$ cat config.mk
export PLATFORM = sky130hd
export DESIGN_NAME = gbs_cell
export DESIGN_NICKNAME = d
export VERILOG_FILES = /design/src/rtl/gbs_pkg.sv /design/src/rtl/gbs_cell.sv
export SDC_FILE = /design/constraint.sdc
export NUM_CORES = 2
export LEC_CHECK = 0
export ABC_AREA = 1
export BUFFER_PORTS_ARGS = -buffer_cell sky130_fd_sc_hd__buf_2
export CAP_MARGIN = 20
export CORE_ASPECT_RATIO = 1.2
export CORE_UTILIZATION = 30
export DETAILED_ROUTE_END_ITERATION = 10
export PLACE_DENSITY = 0.57
export SETUP_SLACK_MARGIN = 0.4
export SYNTH_ARGS = -nofsm -noshare
export SYNTH_HDL_FRONTEND = slang
export SYNTH_SLANG_ARGS = --single-unit
$ cat constraint.sdc
create_clock -name clk -period 10.9 [get_ports clk]
set_clock_uncertainty 0.05 [all_clocks]
set_input_delay 2.18 -clock clk [delete_from_list [all_inputs] [get_ports clk]]
set_output_delay 2.18 -clock clk [all_outputs]
set_load 0.02 [all_outputs]
$ cat src/rtl/gbs_pkg.sv
// ----------------------------------------------------------------------------
// gbs_pkg
// Shared types and constants for the greedy box suppression block.
// ----------------------------------------------------------------------------
package gbs_pkg;

  // IoU threshold register: width and reset value (0.3 of 65536)
  localparam int unsigned THR_W     = 16;
  localparam logic [THR_W-1:0] THR_RESET = 16'd19661;

  // Overlap is scaled by 2^IOU_SHIFT before the compare
  localparam int unsigned IOU_SHIFT = 16;

  // Echoed identifier widths and raw coordinate port width
  localparam int unsigned ID_W   = 8;
  localparam int unsigned PORT_W = 16;

  // Verdict a cell reports when the probe box leaves it
  typedef struct packed {
    logic fin;   // probe stops here (failed, or last kept cell)
    logic pass;  // IoU at or below threshold for this cell
  } gbs_verdict_t;

  // Summary of the whole chain seen by the controller
  typedef struct packed {
    logic done;  // some cell finished the walk this cycle
    logic hit;   // finishing cell passed, so the box survives
  } gbs_walk_t;

  // Controller states, one-hot
  typedef enum logic [3:0] {
    S_IDLE = 4'b0001,
    S_PREP = 4'b0010,
    S_WALK = 4'b0100,
    S_FIN  = 4'b1000
  } gbs_state_t;

endpackage

$ cat src/rtl/gbs_cell.sv
// ----------------------------------------------------------------------------
// gbs_cell
// One slot of the kept list. Holds a kept box and its area, checks a passing
// probe box against it in two register stages and hands it to the next cell.
// ----------------------------------------------------------------------------
module gbs_cell import gbs_pkg::*; #(
  parameter int CW    = 16,
  parameter int CNT_W = 9
) (
  input  logic                clk,
  input  logic                rst,
  input  logic [THR_W-1:0]    thr,
  input  logic                in_vld,
  input  logic [4*CW-1:0]     in_box,
  input  logic [2*CW-1:0]     in_area,
  input  logic [CNT_W-1:0]    in_rem,
  input  logic                wr_en,
  input  logic [4*CW-1:0]     wr_box,
  input  logic [2*CW-1:0]     wr_area,
  output logic                out_vld,
  output logic [4*CW-1:0]     out_box,
  output logic [2*CW-1:0]     out_area,
  output logic [CNT_W-1:0]    out_rem,
  output gbs_verdict_t        verdict
);

  localparam int AW = 2 * CW;
  localparam int SW = AW + 1;
  localparam int RW = SW + THR_W;

  // stored kept box
  logic [4*CW-1:0] s_box;
  logic [AW-1:0]   s_area;

  // stage 1 registers
  logic             p_vld;
  logic [4*CW-1:0]  p_box;
  logic [AW-1:0]    p_area;
  logic [CNT_W-1:0] p_rem;
  logic [AW-1:0]    p_ov;
  logic [SW-1:0]    p_sum;

  logic [CW-1:0] ax0, ay0, ax1, ay1, bx0, by0, bx1, by1;
  logic [CW-1:0] lo_x, hi_x, lo_y, hi_y, iw, ih;
  logic [AW-1:0] ov;
  logic [SW-1:0] uni;
  logic [RW-1:0] lhs, rhs;
  logic          ok;
  logic [CNT_W-1:0] rem_n;

  // slot write
  always_ff @(posedge clk) begin
    if (wr_en) begin
      s_box  <= wr_box;
      s_area <= wr_area;
    end
  end

  // intersection width and height
  always_comb begin
    ax0 = in_box[CW-1:0];
    ay0 = in_box[2*CW-1:CW];
    ax1 = in_box[3*CW-1:2*CW];
    ay1 = in_box[4*CW-1:3*CW];
    bx0 = s_box[CW-1:0];
    by0 = s_box[2*CW-1:CW];
    bx1 = s_box[3*CW-1:2*CW];
    by1 = s_box[4*CW-1:3*CW];
    lo_x = (ax0 > bx0) ? ax0 : bx0;
    hi_x = (ax1 < bx1) ? ax1 : bx1;
    lo_y = (ay0 > by0) ? ay0 : by0;
    hi_y = (ay1 < by1) ? ay1 : by1;
    iw = (hi_x > lo_x) ? hi_x - lo_x : '0;
    ih = (hi_y > lo_y) ? hi_y - lo_y : '0;
    ov = AW'(iw) * AW'(ih);
  end

  // stage 1: overlap area and area sum
  always_ff @(posedge clk) begin
    if (rst) begin
      p_vld <= 1'b0;
    end else begin
      p_vld <= in_vld;
    end
    p_box  <= in_box;
    p_area <= in_area;
    p_rem  <= in_rem;
    p_ov   <= ov;
    p_sum  <= SW'(in_area) + SW'(s_area);
  end

  // overlap * 2^16 <= threshold * union
  always_comb begin
    uni   = p_sum - SW'(p_ov);
    lhs   = RW'({p_ov, {IOU_SHIFT{1'b0}}});
    rhs   = RW'(uni) * RW'(thr);
    ok    = (lhs <= rhs);
    rem_n = p_rem - CNT_W'(1);
  end

  // stage 2: verdict, forward probe while it passes and slots remain
  always_ff @(posedge clk) begin
    if (rst) begin
      out_vld     <= 1'b0;
      verdict.fin <= 1'b0;
    end else begin
      out_vld     <= p_vld && ok && (rem_n != '0);
      verdict.fin <= p_vld && (!ok || (rem_n == '0));
    end
    verdict.pass <= ok;
    out_box      <= p_box;
    out_area     <= p_area;
    out_rem      <= rem_n;
  end

endmodule

After elaboration in Yosys (flattened, before gate mapping) --
Index checks and enable logic that the tools add are counted.
Storage, ports and cells: flip-flop bits (word level) 375, logic and storage cells 41
Operators by class: reduce and logical (&&, ||, !) cells 7, $add $sub $neg 5, magnitude comparators 7, multipliers 2, muxes and demuxes 6
Operators with widths (number):
- $mux 16 | 6
- $gt 16x16->1 | 4
- $le 48x49->1 | 1
- $mul 33x16->49 | 1
- $add 32x32->33 | 1
- $sub 33x32->33 | 1
- $lt 16x16->1 | 2
- $mul 16x16->32 | 1
- $sub 16x16->16 | 2
- $logic_not 9->1 | 1
- $reduce_bool 9->1 | 1
- $sub 9x1->9 const B | 1
- $logic_and 1x1->1 | 3
- $logic_not 1->1 | 1
- $logic_or 1x1->1 | 1

Depth between registers and ports, before layout --
depth in word-level cells 6, depth in mapped cells 55

Worst setup path after synthesis --
OpenSTA, ideal clock, no wires.
path type input to register, from input in_box[41], to register p_ov[30], slack 0.441 ns, path buffers 3, library setup time 0.127 ns, stages on the path 46, required time 10.723 ns, data arrival time 10.282 ns, path through ha_1 -> a21oi_1 -> o31ai_1 -> a2111oi_0 -> nand2_1 -> clkbuf_1 -> nand2_1 -> o21ai_0 -> ha_1 -> fa_1 -> nor2_1 -> o21ai_1 -> nand2_1 -> a21o_1 -> nand2_1 -> nand2_1 -> nand2_1 -> nand2_1 -> [10 not listed] -> inv_1 -> fa_1 -> inv_1 -> fa_1 -> inv_1 -> fa_1 -> fa_1 -> inv_1 -> ha_1 -> a21oi_1 -> o21ai_0 -> a21oi_1 -> nand3_1 -> nand2_1 -> o211ai_1 -> a21oi_1 -> o21ai_0 -> xor2_1
Between the ends: longest elaborated chain between the ends 5, elaborated cells between the ends (all ways) 6, classes of those cells 1 x add/sub; 1 x mul; 2 x order compare; 2 x mux
RTL lines:
- start, declared | RTL line gbs_cell.sv:14 | input logic [4*CW-1:0] in_box,
- $lt 16x16->1 | RTL line gbs_cell.sv:70 | hi_x = (ax1 < bx1) ? ax1 : bx1;
- $mux 16 * | RTL line gbs_cell.sv:70
- $sub 16x16->16 / $gt 16x16->1 (equally long branches) | RTL line gbs_cell.sv:73 | iw = (hi_x > lo_x) ? hi_x - lo_x : '0;
- $mux 16 * | RTL line gbs_cell.sv:73
- $mul 16x16->32 * | RTL line gbs_cell.sv:75 | ov = AW'(iw) * AW'(ih);
- via ov[30] | RTL line gbs_cell.sv:45 | logic [AW-1:0] ov;
- end signal, assigned | RTL line gbs_cell.sv:88 | p_ov <= ov;
- end, declared | RTL line gbs_cell.sv:40 | logic [AW-1:0] p_ov;
Mark *: on every way through the listed nets, which the timed path passes. The rest lies on a longest branch. A chain may end at the register's enable or synchronous reset.

Final worst setup path --
from input in_box[1], to register p_ov[30]
Between the ends: longest elaborated chain between the ends 5, elaborated cells between the ends (all ways) 6, classes of those cells 1 x add/sub; 1 x mul; 2 x order compare; 2 x mux
RTL lines:
- $gt 16x16->1 | RTL line gbs_cell.sv:69 | lo_x = (ax0 > bx0) ? ax0 : bx0;
- $mux 16 * | RTL line gbs_cell.sv:69
- $sub 16x16->16 / $gt 16x16->1 (equally long branches) | RTL line gbs_cell.sv:73
- $mux 16 * | RTL line gbs_cell.sv:73
- $mul 16x16->32 * | RTL line gbs_cell.sv:75
- via ov[30] | RTL line gbs_cell.sv:45
Marked as above.

==> summary.md <==
| Metric | Value |
|---|---|
| Status | finished, final reports clean |
| Cts bufs inserted | 44 |
| Fin. Hold Viols | 0 |
| Worst-path clk slew | 0.06 ns |
| Setup CP Type | in -> reg |
| Fin worst setup slack | about 0.8 ns |
| FF-to-FF End | out_vld |
| Crit-path max cell delay | ~0.57 ns |
| Mux contribution to synthesized area | 0% |
| Setup WS pre-CTS | -0.117 ns |
| R2R Setup Slk | slightly below 0.9 ns |
| Post-synth top area share | between 20 and 30% |
| Initial antenna violation count | 12 |
| Area growth, synth to finish | 18.5% |
| Final instance area | about 50000 um^2 |
| Finished Layout Cells | approximately 7400 |
| Pin count of the biggest net entering global routing | 66 |
| Hold Startpoint | p_box[20] |
| Worst Hold Class | reg -> reg |
| Max-slew violations | 0 |
| Sequential element share of the synthesized area | around a fifth |
| Gp weighted congestion | between 0.9 and 1 |
| I/O Buffers | about 330 |
| Clock Latency Late Sink | between 0.6 and 0.7 ns |
| Most area-consuming cells after synthesis | fa_1, dfxtp_1, ha_1 |
| Standard-cell rows | 150 |
| Crit. End Element | flop |
| Adder-Cell Fraction of Synth Area | a little over two fifths |
| Hold EP | out_box[20] |
| Number of global-route vias before repair | approximately 37000 |
| DRC errors left | 0 |
| Largest family of logic cells by synthesized area | adder cells |
| Vias per inst | 4.64 |
| Worst slew margin | between 20% and 30% |
| Mapped Area | between 40000 and 50000 um^2 |
| Sink Count | approximately 380 |
| WHS Path Cells | 0 |
| Unique masters post-synth | 58 |
| Chip Height | around 400 um |
| Drt wl/cell | between 15 and 20 um |
| Syn Area/Cell | roughly 8.5 um^2 |
| Post-synth top area cell | fa_1 |
| Worst reg2reg path depth | 39 |
| Final min period | around 10 ns |
| Syn Inst Count | about 5000 |
| Root buf cell | clkbuf_16 |
| Yosys warnings | 0 |
| Synth Area in Compound Gates | 6.87% |
| DRT Wirelength | 135000 um |
| Drt initial violations | 1670 |
| First-pass GRT wire length | 208000 um |
| Core footprint | approximately 140000 um^2 |
| Worst Setup SP | in_box[1] |
| ANT nets after route | 0 |
| Final hold slack | ~0.25 ns |
| Kind of cell adding the most delay to the critical path | adder cells |
| Mapped Nets | 6221 |
| Post-DP Area | roughly 48000 um^2 |
| Layout cells sized above 1 | 16.2% |
| Xor/xnor share of the synthesized area | roughly 2.8% |
| Synth Register Bits | roughly 380 |
| Slowest CP cell | fa_1 |
| H-tree depth | 2 |
| Placed Cells | between 7000 and 8000 |
| Die Area | 142000 um^2 |
| Fmax | roughly 100 MHz |
| Chip Width | between 300 and 400 um |
| Initial Utilization | between 30% and 40% |
| CTS tree | built |
| Simple-gate area share of the yosys netlist | between 15 and 20% |
| CP Max Fanout | 21 |
| IO Pins | around 330 |
| RSZ-0062 raised after global routing | true |
| Worst R2R Start | p_ov[0] |
| Number of enable flip-flop cells after synthesis | 96 |
| Worst slew pin tran | between 1 and 1.5 ns |
| GR Util All Layers | between 10% and 20% |
| Most common cell in the netlist | inv_1 |
| Commonest cells post-synth | inv_1, nand2_1, fa_1 |
| CP dominant cell by count | nand2_1 |
| Worst-case clock buffer depth | 3 |
| Main synth FF type | dfxtp_1 |
| Post-synthesis async set-or-reset flop share | 0% |
| Via count | approximately 34000 |
| Max cap viols | 0 |
| Critical path buffers and inverters | 10 |
| Period utilization | between 90 and 100% |
| First-pass DRT Iterations | 5 |
| CP Data Required Time | around 11 ns |
| DPL Wire Length | 116000 um |
| Final setup vio count | 0 |
| CP arrival | between 10 and 15 ns |
| Post-layout net count | 6792 |
| CP startpoint kind | input pin |
| Gr ovfl total | 0 |
## cell families after synthesis
logic type	Yosys count
DFF	375
adders and majority gates	1047
buffers and inverters	1225
xor gates and xnor gates	136
AOI/OAI and AO/OA	517
and+or+nand+nor	1653
## stage by stage
stage | setup TNS [ns] | utilization, %
after floorplan | 0 | -
after global placement | -0.381 | 34.3
after detailed placement | -0.240 | 34.3
after CTS | 0 | 35.3
after global routing | 0 | 35.8
final | 0 | 35.8
## metal layers
metal	vias up	global-route usage [%]	part of all wire, %	routed length [um]
li1	16293	-	-	-
met1	16621	22.2	39	52600
met2	1080	35.2	51	68500
met3	296	3.12	5.5	7490
met4	16	8.27	4.8	6550
met5	-	0	0.080	108
## cell type report
| type | instances | area [um^2] |
|---|---|---|
| Antenna cell | 3 | 7.51 |
| Clock buffer | 58 | 1190 |
| Clock inverter | 24 | 233 |
| Fill cell | 14539 | 89400 |
| Inverter | 1102 | 4160 |
| Multi-Input combinational cell | 3353 | 29200 |
| Sequential cell | 375 | 8470 |
| Tap cell | 1824 | 2280 |
| Timing Repair Buffer | 646 | 4270 |
| Timing Repair inverter | 2 | 12.5 |
## worst max-delay path by stage
stage | endpoint | slack [ns] | depth (start not counted)
finish | p_ov[30] | 0.81 | 49
global route | p_ov[30] | 0.31 | 52
CTS | p_ov[30] | 0.52 | 45
detailed placement | p_ov[30] | -0.12 | 45
global placement | p_ov[28] | -0.14 | 45
floorplan | p_ov[30] | 0.44 | 46
## cells in the final DEF (no fill, tap or decap), types with 11 or more instances in the layout
cell       count
fa_1         629
edfxtp_1      96
o21a_1        15
xor2_1        78
o211ai_1      13
dfxtp_1      279
o21ai_1       22
nor4_1        11
buf_12        15
buf_2        327
a31oi_1       19
a21o_1        14
clkbuf_16     45
nand4_1       32
ha_1         408
inv_1       1075
nand3_1      151
inv_2         16
nor3_1        27
nand2_1      821
a21oi_1      251
nor2_1       481
o21ai_0      122
o21bai_1      12
buf_4        294
or2_2         65
xnor2_1       51
nand2_2       11
nor2_4        18
## what timing repair did
action | 4_1_cts | 5_1_grt
buffers inserted | 0 | 23
endpoints found under the hold margin | 0 | 0
resized for setup | 0 | 96
setup endpoints to repair | 0 | 19
hold buffers | 0 | 0
## flip-flops by register name, summed over array words and instances, names as in the netlist, 2 cells and up
register	cells
out_box	64
p_box	64
s_box	64
p_sum	33
out_area	32
p_area	32
p_ov	32
s_area	32
out_rem	9
p_rem	9
verdict	2
Power is left out: the tool's default activity adds up to more than one toggle a clock period on the data nets, which glitch-free logic cannot reach.
