File: src/rtl/gbs_pkg.sv
// ----------------------------------------------------------------------------
// gbs_pkg
// Shared types and constants for the greedy box suppression block.
// ----------------------------------------------------------------------------
package gbs_pkg;

  // IoU threshold register: width and reset value (0.3 of 65536)
  localparam int unsigned THR_W     = 16;
  localparam logic [THR_W-1:0] THR_RESET = 16'd19661;

  // Overlap is scaled by 2^IOU_SHIFT before the compare
  localparam int unsigned IOU_SHIFT = 16;

  // Echoed identifier widths and raw coordinate port width
  localparam int unsigned ID_W   = 8;
  localparam int unsigned PORT_W = 16;

  // Verdict a cell reports when the probe box leaves it
  typedef struct packed {
    logic fin;   // probe stops here (failed, or last kept cell)
    logic pass;  // IoU at or below threshold for this cell
  } gbs_verdict_t;

  // Summary of the whole chain seen by the controller
  typedef struct packed {
    logic done;  // some cell finished the walk this cycle
    logic hit;   // finishing cell passed, so the box survives
  } gbs_walk_t;

  // Controller states, one-hot
  typedef enum logic [3:0] {
    S_IDLE = 4'b0001,
    S_PREP = 4'b0010,
    S_WALK = 4'b0100,
    S_FIN  = 4'b1000
  } gbs_state_t;

endpackage

File: src/rtl/gbs_ctrl.sv
// ----------------------------------------------------------------------------
// gbs_ctrl
// Sequencer: takes a box, computes its area, launches it down the non-empty
// cell chain, waits for the verdict, updates the kept list, drives the result.
// ----------------------------------------------------------------------------
module gbs_ctrl import gbs_pkg::*; #(
  parameter int CW       = 16,
  parameter int CNT_W    = 9,
  parameter int MAX_KEPT = 256
) (
  input  logic               clk,
  input  logic               rst,
  // configuration
  input  logic               cfg_wr_en,
  input  logic [THR_W-1:0]   cfg_wr_data,
  output logic [THR_W-1:0]   thr,
  // input channel
  input  logic               in_valid,
  output logic               in_ready,
  input  logic [PORT_W-1:0]  x_min,
  input  logic [PORT_W-1:0]  y_min,
  input  logic [PORT_W-1:0]  x_max,
  input  logic [PORT_W-1:0]  y_max,
  input  logic [ID_W-1:0]    box_index,
  input  logic [ID_W-1:0]    class_id,
  input  logic               last_in_run,
  // output channel
  output logic               out_valid,
  input  logic               out_ready,
  output logic               keep,
  output logic [ID_W-1:0]    out_box_index,
  output logic [ID_W-1:0]    out_class_id,
  output logic               store_overflow,
  output logic               run_done,
  // chain side
  output logic               tok_vld,
  output logic [4*CW-1:0]    tok_box,
  output logic [2*CW-1:0]    tok_area,
  output logic [CNT_W-1:0]   tok_rem,
  output logic               wr_en,
  output logic [CNT_W-1:0]   wr_idx,
  input  gbs_walk_t          walk
);

  localparam int AW = 2 * CW;

  gbs_state_t state;

  logic [CW-1:0]    x0, y0, x1, y1;
  logic [ID_W-1:0]  idx_q, cls_q;
  logic             last_q;
  logic             keep_q;
  logic [CNT_W-1:0] count;
  logic             full;
  logic             load;
  logic [CW-1:0]    ix0, iy0, ix1, iy1;

  assign in_ready = (state == S_IDLE);
  assign full     = (count == CNT_W'(MAX_KEPT));
  assign load     = (state == S_FIN) && (!out_valid || out_ready);
  assign wr_en    = load && keep_q && !full;
  assign wr_idx   = count;
  assign tok_box  = {y1, x1, y0, x0};
  assign tok_rem  = count;

  // coordinates in their low COORD_BITS bits
  always_comb begin
    ix0 = CW'(x_min);
    iy0 = CW'(y_min);
    ix1 = CW'(x_max);
    iy1 = CW'(y_max);
  end

  // threshold register
  always_ff @(posedge clk) begin
    if (rst) begin
      thr <= THR_RESET;
    end else if (cfg_wr_en) begin
      thr <= cfg_wr_data;
    end
  end

  // sequencer
  always_ff @(posedge clk) begin
    if (rst) begin
      state   <= S_IDLE;
      tok_vld <= 1'b0;
      count   <= '0;
    end else begin
      tok_vld <= 1'b0;
      unique case (state)
        S_IDLE: begin
          if (in_valid) begin
            state <= S_PREP;
          end
        end
        S_PREP: begin
          if (count == '0) begin
            state <= S_FIN;
          end else begin
            tok_vld <= 1'b1;
            state   <= S_WALK;
          end
        end
        S_WALK: begin
          if (walk.done) begin
            state <= S_FIN;
          end
        end
        S_FIN: begin
          if (load) begin
            state <= S_IDLE;
            if (last_q) begin
              count <= '0;
            end else if (wr_en) begin
              count <= count + CNT_W'(1);
            end
          end
        end
        default: state <= S_IDLE;
      endcase
    end
  end

  // item capture, edge clamp, area and verdict
  always_ff @(posedge clk) begin
    if (in_valid && in_ready) begin
      x0     <= ix0;
      y0     <= iy0;
      x1     <= (ix1 < ix0) ? ix0 : ix1;
      y1     <= (iy1 < iy0) ? iy0 : iy1;
      idx_q  <= box_index;
      cls_q  <= class_id;
      last_q <= last_in_run;
    end
    if (state == S_PREP) begin
      tok_area <= AW'(x1 - x0) * AW'(y1 - y0);
      keep_q   <= 1'b1;
    end else if (state == S_WALK && walk.done) begin
      keep_q   <= walk.hit;
    end
  end

  // result word register
  always_ff @(posedge clk) begin
    if (rst) begin
      out_valid <= 1'b0;
    end else if (load) begin
      out_valid <= 1'b1;
    end else if (out_ready) begin
      out_valid <= 1'b0;
    end
    if (load) begin
      keep           <= keep_q;
      out_box_index  <= idx_q;
      out_class_id   <= cls_q;
      store_overflow <= keep_q && full;
      run_done       <= last_q;
    end
  end

endmodule

File: config.mk
export PLATFORM = sky130hd
export DESIGN_NAME = gbs_ctrl
export DESIGN_NICKNAME = d
export VERILOG_FILES = /design/src/rtl/gbs_pkg.sv /design/src/rtl/gbs_ctrl.sv
export SDC_FILE = /design/constraint.sdc
export NUM_CORES = 1
export LEC_CHECK = 0
export ABC_CLOCK_PERIOD_IN_PS = 10300
export BUFFER_PORTS_ARGS = -buffer_cell sky130_fd_sc_hd__buf_2
export CAP_MARGIN = 25
export CORE_ASPECT_RATIO = 0.7
export CORE_UTILIZATION = 30
export DETAILED_ROUTE_END_ITERATION = 8
export HOLD_SLACK_MARGIN = 0.06
export PLACE_DENSITY = 0.54
export SYNTH_ARGS = -nofsm -noshare
export SYNTH_HDL_FRONTEND = slang
export SYNTH_SLANG_ARGS = --single-unit
File: constraint.sdc
create_clock -name clk -period 10.3 [get_ports clk]
set_input_delay 0.515 -clock clk [delete_from_list [all_inputs] [get_ports clk]]
set_output_delay 0.515 -clock clk [all_outputs]
set_load 0.03 [all_outputs]
# [Yosys cells after proc, flatten, opt, wreduce, memory -nomap -nowiden]
# Index checks and enable logic that the tools add are counted.
[classes] add_sub_neg=3 n_mul=1 div=0 order_cmp=2 eq_ne=8 shift=0 mux=12 bitwise=1 reduce_logical=15
[ops] cell="$sub 16x16->17" n=2
[ops] cell="$lt 16x16->1" n=2
[ops] cell="$mul 17x17->32" n=1
[ops] cell="$mux 16" n=2
[ops] cell="$mux 9" n=2
[ops] cell="$mux 4" n=4
[ops] cell="$pmux 4 s4" n=1
[ops] cell="$add 9x1->9 const B" n=1
[ops] cell="$eq 9x9->1 const B" n=1
[ops] cell="$logic_not 9->1" n=1
[ops] cell="$logic_and 1x1->1" n=6
[ops] cell="$ne 2x2->1 const B" n=3
[ops] cell="$reduce_and 3->1" n=2
[ops] cell="$eq 4x1->1 const B" n=1
[ops] cell="$eq 4x2->1 const B" n=1
[ops] cell="$eq 4x3->1 const B" n=1
[ops] cell="$eq 4x4->1 const B" n=1
[ops] cell="$reduce_bool 2->1" n=2
[ops] cell="$mux 1" n=3
[ops] cell="$logic_not 1->1" n=2
[ops] cell="$reduce_or 2->1" n=1
[ops] cell="$logic_or 1x1->1" n=1
[ops] cell="$not 1->1" n=1
[word_totals] reg_bits=164 latch_bits=0 mem_bits_rw=0 rom_bits=0 in_bits=104 out_inout_bits=153 word_cells=61 n_memories=0

# [Depth between registers and ports, before layout]
# Gate-level depths: netlist of the first run.
[logic_depth] ltp_word=7 mapped_depth=36 depth_no_buf=35

# [Worst setup path before layout of the first run]
# Ideal clock, no wire load.
[synth_path] path_type="reg2reg" start="reg x1[0]" end="reg tok_area[31] (data pin)" setup_time_ps=258 arrival_time_ps=8905 required_time_ps=10042 slack_ps=1137 stages_incl_launch_ff=34 path_buffers=1 synth_period_minus_slack_ps=9163 path_cell_list="edfxtp_1 inv_1 ha_1 inv_1 fa_1 a21o_1 a21oi_1 o21bai_1 a31oi_1 o211ai_1 a31o_1 a21oi_1 xnor2_1 clkbuf_1 nand2_1 fa_1 inv_1 fa_1 fa_1 fa_1 fa_1 inv_1 fa_1 inv_1 ha_1 a21o_1 a21o_1 a21o_1 a2111oi_0 o41ai_1 or3_1 a21oi_1 xnor3_1 xnor2_1"
[synth_between] elab_chain_len=2
[synth_rtl] element="start: declaration" line="gbs_ctrl.sv:49" rtl="logic [CW-1:0] x0, y0, x1, y1;"
[synth_rtl] element="start signal: assignment" line="gbs_ctrl.sv:130" rtl="x1 <= (ix1 < ix0) ? ix0 : ix1;"
[synth_rtl] element="$sub 16x16->17" line="gbs_ctrl.sv:137" rtl="tok_area <= AW'(x1 - x0) * AW'(y1 - y0);"
[synth_rtl] element="$mul 17x17->32" line="gbs_ctrl.sv:137"
[synth_rtl] element="end signal: assignment" line="gbs_ctrl.sv:137"
[synth_rtl] element="end: declaration" line="gbs_ctrl.sv:38" rtl="output logic [2*CW-1:0] tok_area,"
# Every way passes these cells.
# A chain may end at the register's enable or synchronous reset.

# [Final worst setup path of the first run]
# Ends and elaborated chain as after synthesis.

==> results of run 1 <==
-- layer usage --
metal / track usage / up-vias
met5: 0 / -
met3: 0.0321 / 51
met1: 0.244 / 7191
met4: 0.0343 / 0
li1: - / 6784
met2: 0.256 / 432
-- state kept, by name, indices dropped and copies added, names as in the netlist, 9 cells and up --
register / flops
y0: 16
y1: 16
tok_area: 32
thr: 16
x0: 16
tok_rem: 9
x1: 16
-- worst max path at each step --
stage,startpoint,to,slack [ns],depth (start not counted)
5_1_grt,x1[0]$_DFFE_PP_,tok_area[31]$_DFFE_PN_,0.05,33
3_5_place_dp,x1[0]$_DFFE_PP_,tok_area[31]$_DFFE_PN_,0.77,33
6_report,x1[0]$_DFFE_PP_,tok_area[31]$_DFFE_PN_,0.73,33
4_1_cts,x1[0]$_DFFE_PP_,tok_area[31]$_DFFE_PN_,0.74,33
3_3_place_gp,x1[0]$_DFFE_PP_,tok_area[31]$_DFFE_PN_,0.98,33
2_1_floorplan,x1[0]$_DFFE_PP_,tok_area[31]$_DFFE_PN_,1.14,33
-- worst register-to-register path, delay by kind of cell, from the launching register on --
| kind | cells | cell delay (ns) |
|---|---|---|
| adders and majority gates | 9 | 4.11 |
| AOI/OAI and AO/OA | 13 | 3.14 |
| xor gates and xnor gates | 3 | 0.69 |
| buffers and inverters | 6 | 0.53 |
| and+or+nand+nor | 2 | 0.44 |
| DFF | 1 | 0.39 |
-- cell families (layout without fill, tap and decap cells) --
kind of cell | after synthesis | after routing | share of synthesized area
multiplexers | 8 | 8 | 0.00420
XOR/XNOR | 82 | 82 | 0.0384
AO/OA/AOI/OAI | 257 | 257 | 0.0945
AND/OR/NAND/NOR | 569 | 569 | 0.136
buffers and inverters | 457 | 706 | 0.0917
adder cells (fa/ha/maj) | 431 | 431 | 0.394
flip-flops | 164 | 164 | 0.241
-- per-stage QoR --
| stage | utilization | hold slack, ns | std cells |
|---|---|---|---|
| 6_report | 0.354 | 0.218 | 3036 |
| 5_1_grt | 0.354 | 0.192 | 3036 |
| 4_1_cts | 0.353 | 0.187 | 3032 |
| 3_5_place_dp | 0.343 | 0.405 | 3000 |
| 3_3_place_gp | 0.342 | 0.401 | 2996 |
| 2_1_floorplan | - | 0.400 | 1968 |
-- placed cells by master (no fill, tap or decap), drive strengths merged, types with 8 or more instances in the layout --
| cell | Yosys | layout |
|---|---|---|
| xor2 | 26 | 26 |
| nor3 | 8 | 8 |
| a211o | 11 | 11 |
| edfxtp | 132 | 132 |
| nor2 | 153 | 153 |
| fa | 284 | 284 |
| nand3 | 41 | 41 |
| a21oi | 48 | 48 |
| clkbuf | 60 | 17 |
| nand4 | 42 | 42 |
| xnor2 | 55 | 55 |
| nor2b | 26 | 26 |
| a21o | 73 | 73 |
| and2 | 32 | 32 |
| inv | 385 | 391 |
| nand2b | 16 | 16 |
| ha | 147 | 147 |
| nand2 | 219 | 219 |
| o21bai | 8 | 8 |
| a22oi | 32 | 32 |
| mux2i | 8 | 8 |
| o21ai | 35 | 35 |
| buf | 12 | 289 |
| or3 | 8 | 8 |
| dfxtp | 32 | 32 |
| and3 | 9 | 9 |
-- final cells by class --
class | count | area [um2] | area share
multi-input cells | 1347 | 12700 | 0.579
repair buffers | 289 | 1560 | 0.0709
clock buffers | 17 | 425 | 0.0193
clock inverters | 15 | 195 | 0.00887
flip-flops and latches | 164 | 4600 | 0.209
well taps | 819 | 1020 | 0.0466
inverters | 385 | 1450 | 0.0657
==> metrics, run 1 <==
Worst setup SP type flip-flop; RSZ-0062 raised after global routing no; area grow syn2layout 15.3%; Crit. End Element flip-flop; Worst-Margin Slew roughly 1.1 ns; Placed Area 21,300 um2; Final Hold Viols 0; post_cts resized 0; Final Cell Area 22,000 um2; Yosys warnings 0; top_reg_cell synth edfxtp_1; cell taking the most area after synthesis fa_1; Starting Density 0.307; max layer used met4; post-synthesis sequential area ratio 0.241; Largest stage delay, worst path 0.57 ns; Syn Area/Cell just under 10 um2; first drt pass iteration count 6; DP HPWL 43,200 um; largest net degree at the start of global routing 69; CP most frequent cell fa_1; # rows 76; number of CTS-inserted buffers 17; clock sink total ~160; CTS H-tree lvls 4; # setup viols final 0; Req. time, crit path 10.52 ns; WL met3 3130 um; fin crit period approximately 9.6 ns; status finished, final reports clean; Max Cap Viol 0; pre-CTS setup slack 0.765 ns; Top delay family on crit path adder cells; grt total ovfl 0; reg2reg end tok_area[31]$_DFFE_PN_; Yosys reg bits 164; Max Slew Vio Count 0; wirelength, routed 51,400 um; Routed Antenna Nets 0; initial antenna violation count 0; top post-synthesis cells by count inv_1, fa_1, nand2_1; Iter 0 DRT Violations 1,003; number of global-route vias before repair roughly 15,000; Hold Crit Class in2reg; Setup WS post-layout ~0.73 ns; post-CTS setup buffer count 0; CP Class reg2reg; average wire per standard cell 16.9 um; post-DR vias/cell approximately 4.8; cells after synthesis 1,968; hold depth 1; Worst Clk Skew 0.0155 ns; Synth top area share 0.298; hold buffers post-CTS 0; synth top area cells fa_1, edfxtp_1, ha_1; TNS Setup 0 ns; clk_lat worst skew about 0.47 ns; met2 wire len 22,400 um; die height between 200 and 250 um; DRC Markers 0; Post-Syn Area ~19,000 um2; crit path max-delay cell type fa_1; Final Cycle Share 0.929; Core Area roughly 62,000 um2; Max Freq 105 MHz; Final #Nets roughly 2,700; Synth Net Count 2,503; count of cell types in the netlist 64; Clock Path Buffers 2; layout cells sized above 1 0.151; CTS tree yes; most frequent cell after synthesis inv_1; r2r worst-path depth 33; IO Count 257; vias 14,500; FF-to-FF setup slack 0.73 ns; Hold Crit Start class_id[4]; Antenna diodes 0; Reg clk slew, reported paths approximately 0.07 ns; Hold Path End cls_q[4]$_DFFE_PP_; Post-synth EDFFs 132; Tot GR Track Use 0.167; Layout fillers 6,344; die area 64,600 um2; Crit path arrival time 9.79 ns; die width 303 um; Placer Congestion a little under 0.9; Post-synth ARST share 0; port bufs 256; worst path bufs/invs 6; Worst R2R Start x1[0]$_DFFE_PP_; global-route wire length before repair 83,500 um; clock root buffer clkbuf_16; Crit Path Max Fanout 17; met1 WL 25,100 um; Rel. slew slack 0.272
Power of run 1 is not shown: default switching activity piles up to over one toggle a cycle in this logic, so the estimate is an artifact.
==> inputs of run 2 (changes only) <==
--- a/config.mk
+++ b/config.mk
@@ -8,7 +8,6 @@
 export ABC_CLOCK_PERIOD_IN_PS = 10300
 export BUFFER_PORTS_ARGS = -buffer_cell sky130_fd_sc_hd__buf_2
 export CAP_MARGIN = 25
-export CORE_ASPECT_RATIO = 0.7
 export CORE_UTILIZATION = 30
 export DETAILED_ROUTE_END_ITERATION = 8
 export HOLD_SLACK_MARGIN = 0.06
==> metrics, run 2 (synthesis gave the netlist of run 1 again) <==
# setup viols final 0 (unchanged); Worst R2R Start x1[0]$_DFFE_PP_; average wire per standard cell 17.6 um (+4.0%); Iter 0 DRT Violations 700 (-30%); area grow syn2layout 15.9%; footprint of the multi-input gates 12,800 um2 (+0.27%); Tot GR Track Use 0.171 (+0.00335); post-DR vias/cell 4.74 (-0.54%); largest net degree at the start of global routing 52 (-25%); Placer Congestion 0.890 (+1.2%); worst hold slack 0.221 ns (+0.00336 ns); number of CTS-inserted buffers 17 (unchanged); most frequent cells in the layout inv_1, fa_1, buf_2, nand2_1, nor2_1; initial antenna violation count 7 (+7); DP HPWL 45,100 um (+4.3%); Hold Crit Class in2reg; clock sink total 164 (unchanged); post-CTS setup buffer count 0 (unchanged); Crit Path Max Fanout 10 (-7); crit path max-delay cell type fa_1; Max Cap Viol 0 (unchanged); Max Slew Vio Count 0 (unchanged); CTS H-tree lvls 4 (unchanged); # rows 92 (+21%); Placed Area 21,500 um2 (+0.60%); hold buffers post-CTS 0 (unchanged); Sequential Area 4600 um2 (unchanged); Crit. End Element flip-flop; grt total ovfl 0 (unchanged); Crit path arrival time 9.64 ns (-0.15 ns); die width 254 um (-16%); first drt pass iteration count 5 (-1); post_cts resized 0 (unchanged); Rel. slew slack 0.275 (+0.00294); Starting Density 0.303 (-0.00378); Max Freq 106 MHz (+1.8%); Final #Nets 2,743 (+0.15%); CP most frequent cell fa_1; status finished, final reports clean; Final Cell Area 22,100 um2 (+0.52%); Worst setup SP type flip-flop; Layout fillers 6,399 (+0.87%); clock root buffer clkbuf_16; global-route wire length before repair 84,500 um (+1.2%); Largest stage delay, worst path 0.59 ns (+0.02 ns); CP Class reg2reg; Req. time, crit path 10.54 ns (+0.02 ns); CTS tree yes; RSZ-0062 raised after global routing no; Clock Path Buffers 2 (unchanged); DRC Markers 0 (unchanged); most common cell after layout, fill and taps aside inv_1; Biggest register tok_area; number of global-route vias before repair 15,200 (+1.9%); Final Cycle Share 0.912 (-0.0163); Largest register FFs 32 (unchanged); IO Count 257 (unchanged); Core Area 63,000 um2 (+1.2%); TNS Setup 0 ns (unchanged); Critical Path Source x1[0]$_DFFE_PP_; vias 14,500 (+0.60%); die height 254 um (+19%); Worst-Margin Slew 1.08 ns (-0.00438 ns); clk_lat worst skew 0.48 ns (about the same); Final Hold Viols 0 (unchanged); Hold Crit Start box_index[2]; wirelength, routed 54,100 um (+5.2%); layout cells sized above 1 0.155 (+0.00423); Reg clk slew, reported paths 0.09 ns (+0.02 ns); Routed Antenna Nets 0 (unchanged); Worst Clk Skew 0.0269 ns (+0.0114 ns); fin crit period 9.40 ns (-0.168 ns); die area 64,600 um2 (about the same); port bufs 256 (unchanged)
## run 2: final timing paths
path                               endpoint  slack [ns]  cells after the start
hold reg to reg   out_class_id[4]$_DFFE_PP_        0.42                      0
hold / removal           idx_q[2]$_DFFE_PP_        0.22                      1
setup reg to reg     tok_area[31]$_DFFE_PN_        0.90                     33
setup / recovery     tok_area[31]$_DFFE_PN_        0.90                     33
## run 2: cell type report
type                            instances  share of cell area
Clock inverter                         15             0.00922
Multi-Input combinational cell       1347               0.578
Tap cell                              846              0.0479
Timing Repair Buffer                  293              0.0717
Clock buffer                           17              0.0192
Sequential cell                       164               0.208
Antenna cell                            4            0.000453
Inverter                              385              0.0653
## run 2: through the flow
| step | util | cells | setup slack (ns) |
|---|---|---|---|
| after floorplan | - | 1968 | 1.14 |
| after global placement | 0.340 | 3030 | 1.05 |
| after detailed placement | 0.341 | 3035 | 0.936 |
| after CTS | 0.351 | 3067 | 0.950 |
| after global routing | 0.351 | 3070 | 0.342 |
| final | 0.351 | 3071 | 0.902 |
## run 2: worst max-delay path: cells and delay by family, from the launching register on
family,cells,cell delay (ns)
compound gates,12,2.97
xor+xnor,2,0.54
fa+ha+maj,9,3.97
buf+inv,7,0.72
flops,1,0.38
simple gates,3,0.61
## run 2: layer usage
| layer | track usage | wire (um) | vias to the layer above |
|---|---|---|---|
| met1 | 0.208 | 22800 | 7229 |
| met2 | 0.292 | 26300 | 444 |
| li1 | - | - | 6792 |
| met3 | 0.0423 | 3450 | 74 |
| met4 | 0.0601 | 1470 | 6 |
| met5 | 0 | 39 | - |
Power of run 2 is left out for the same reason.
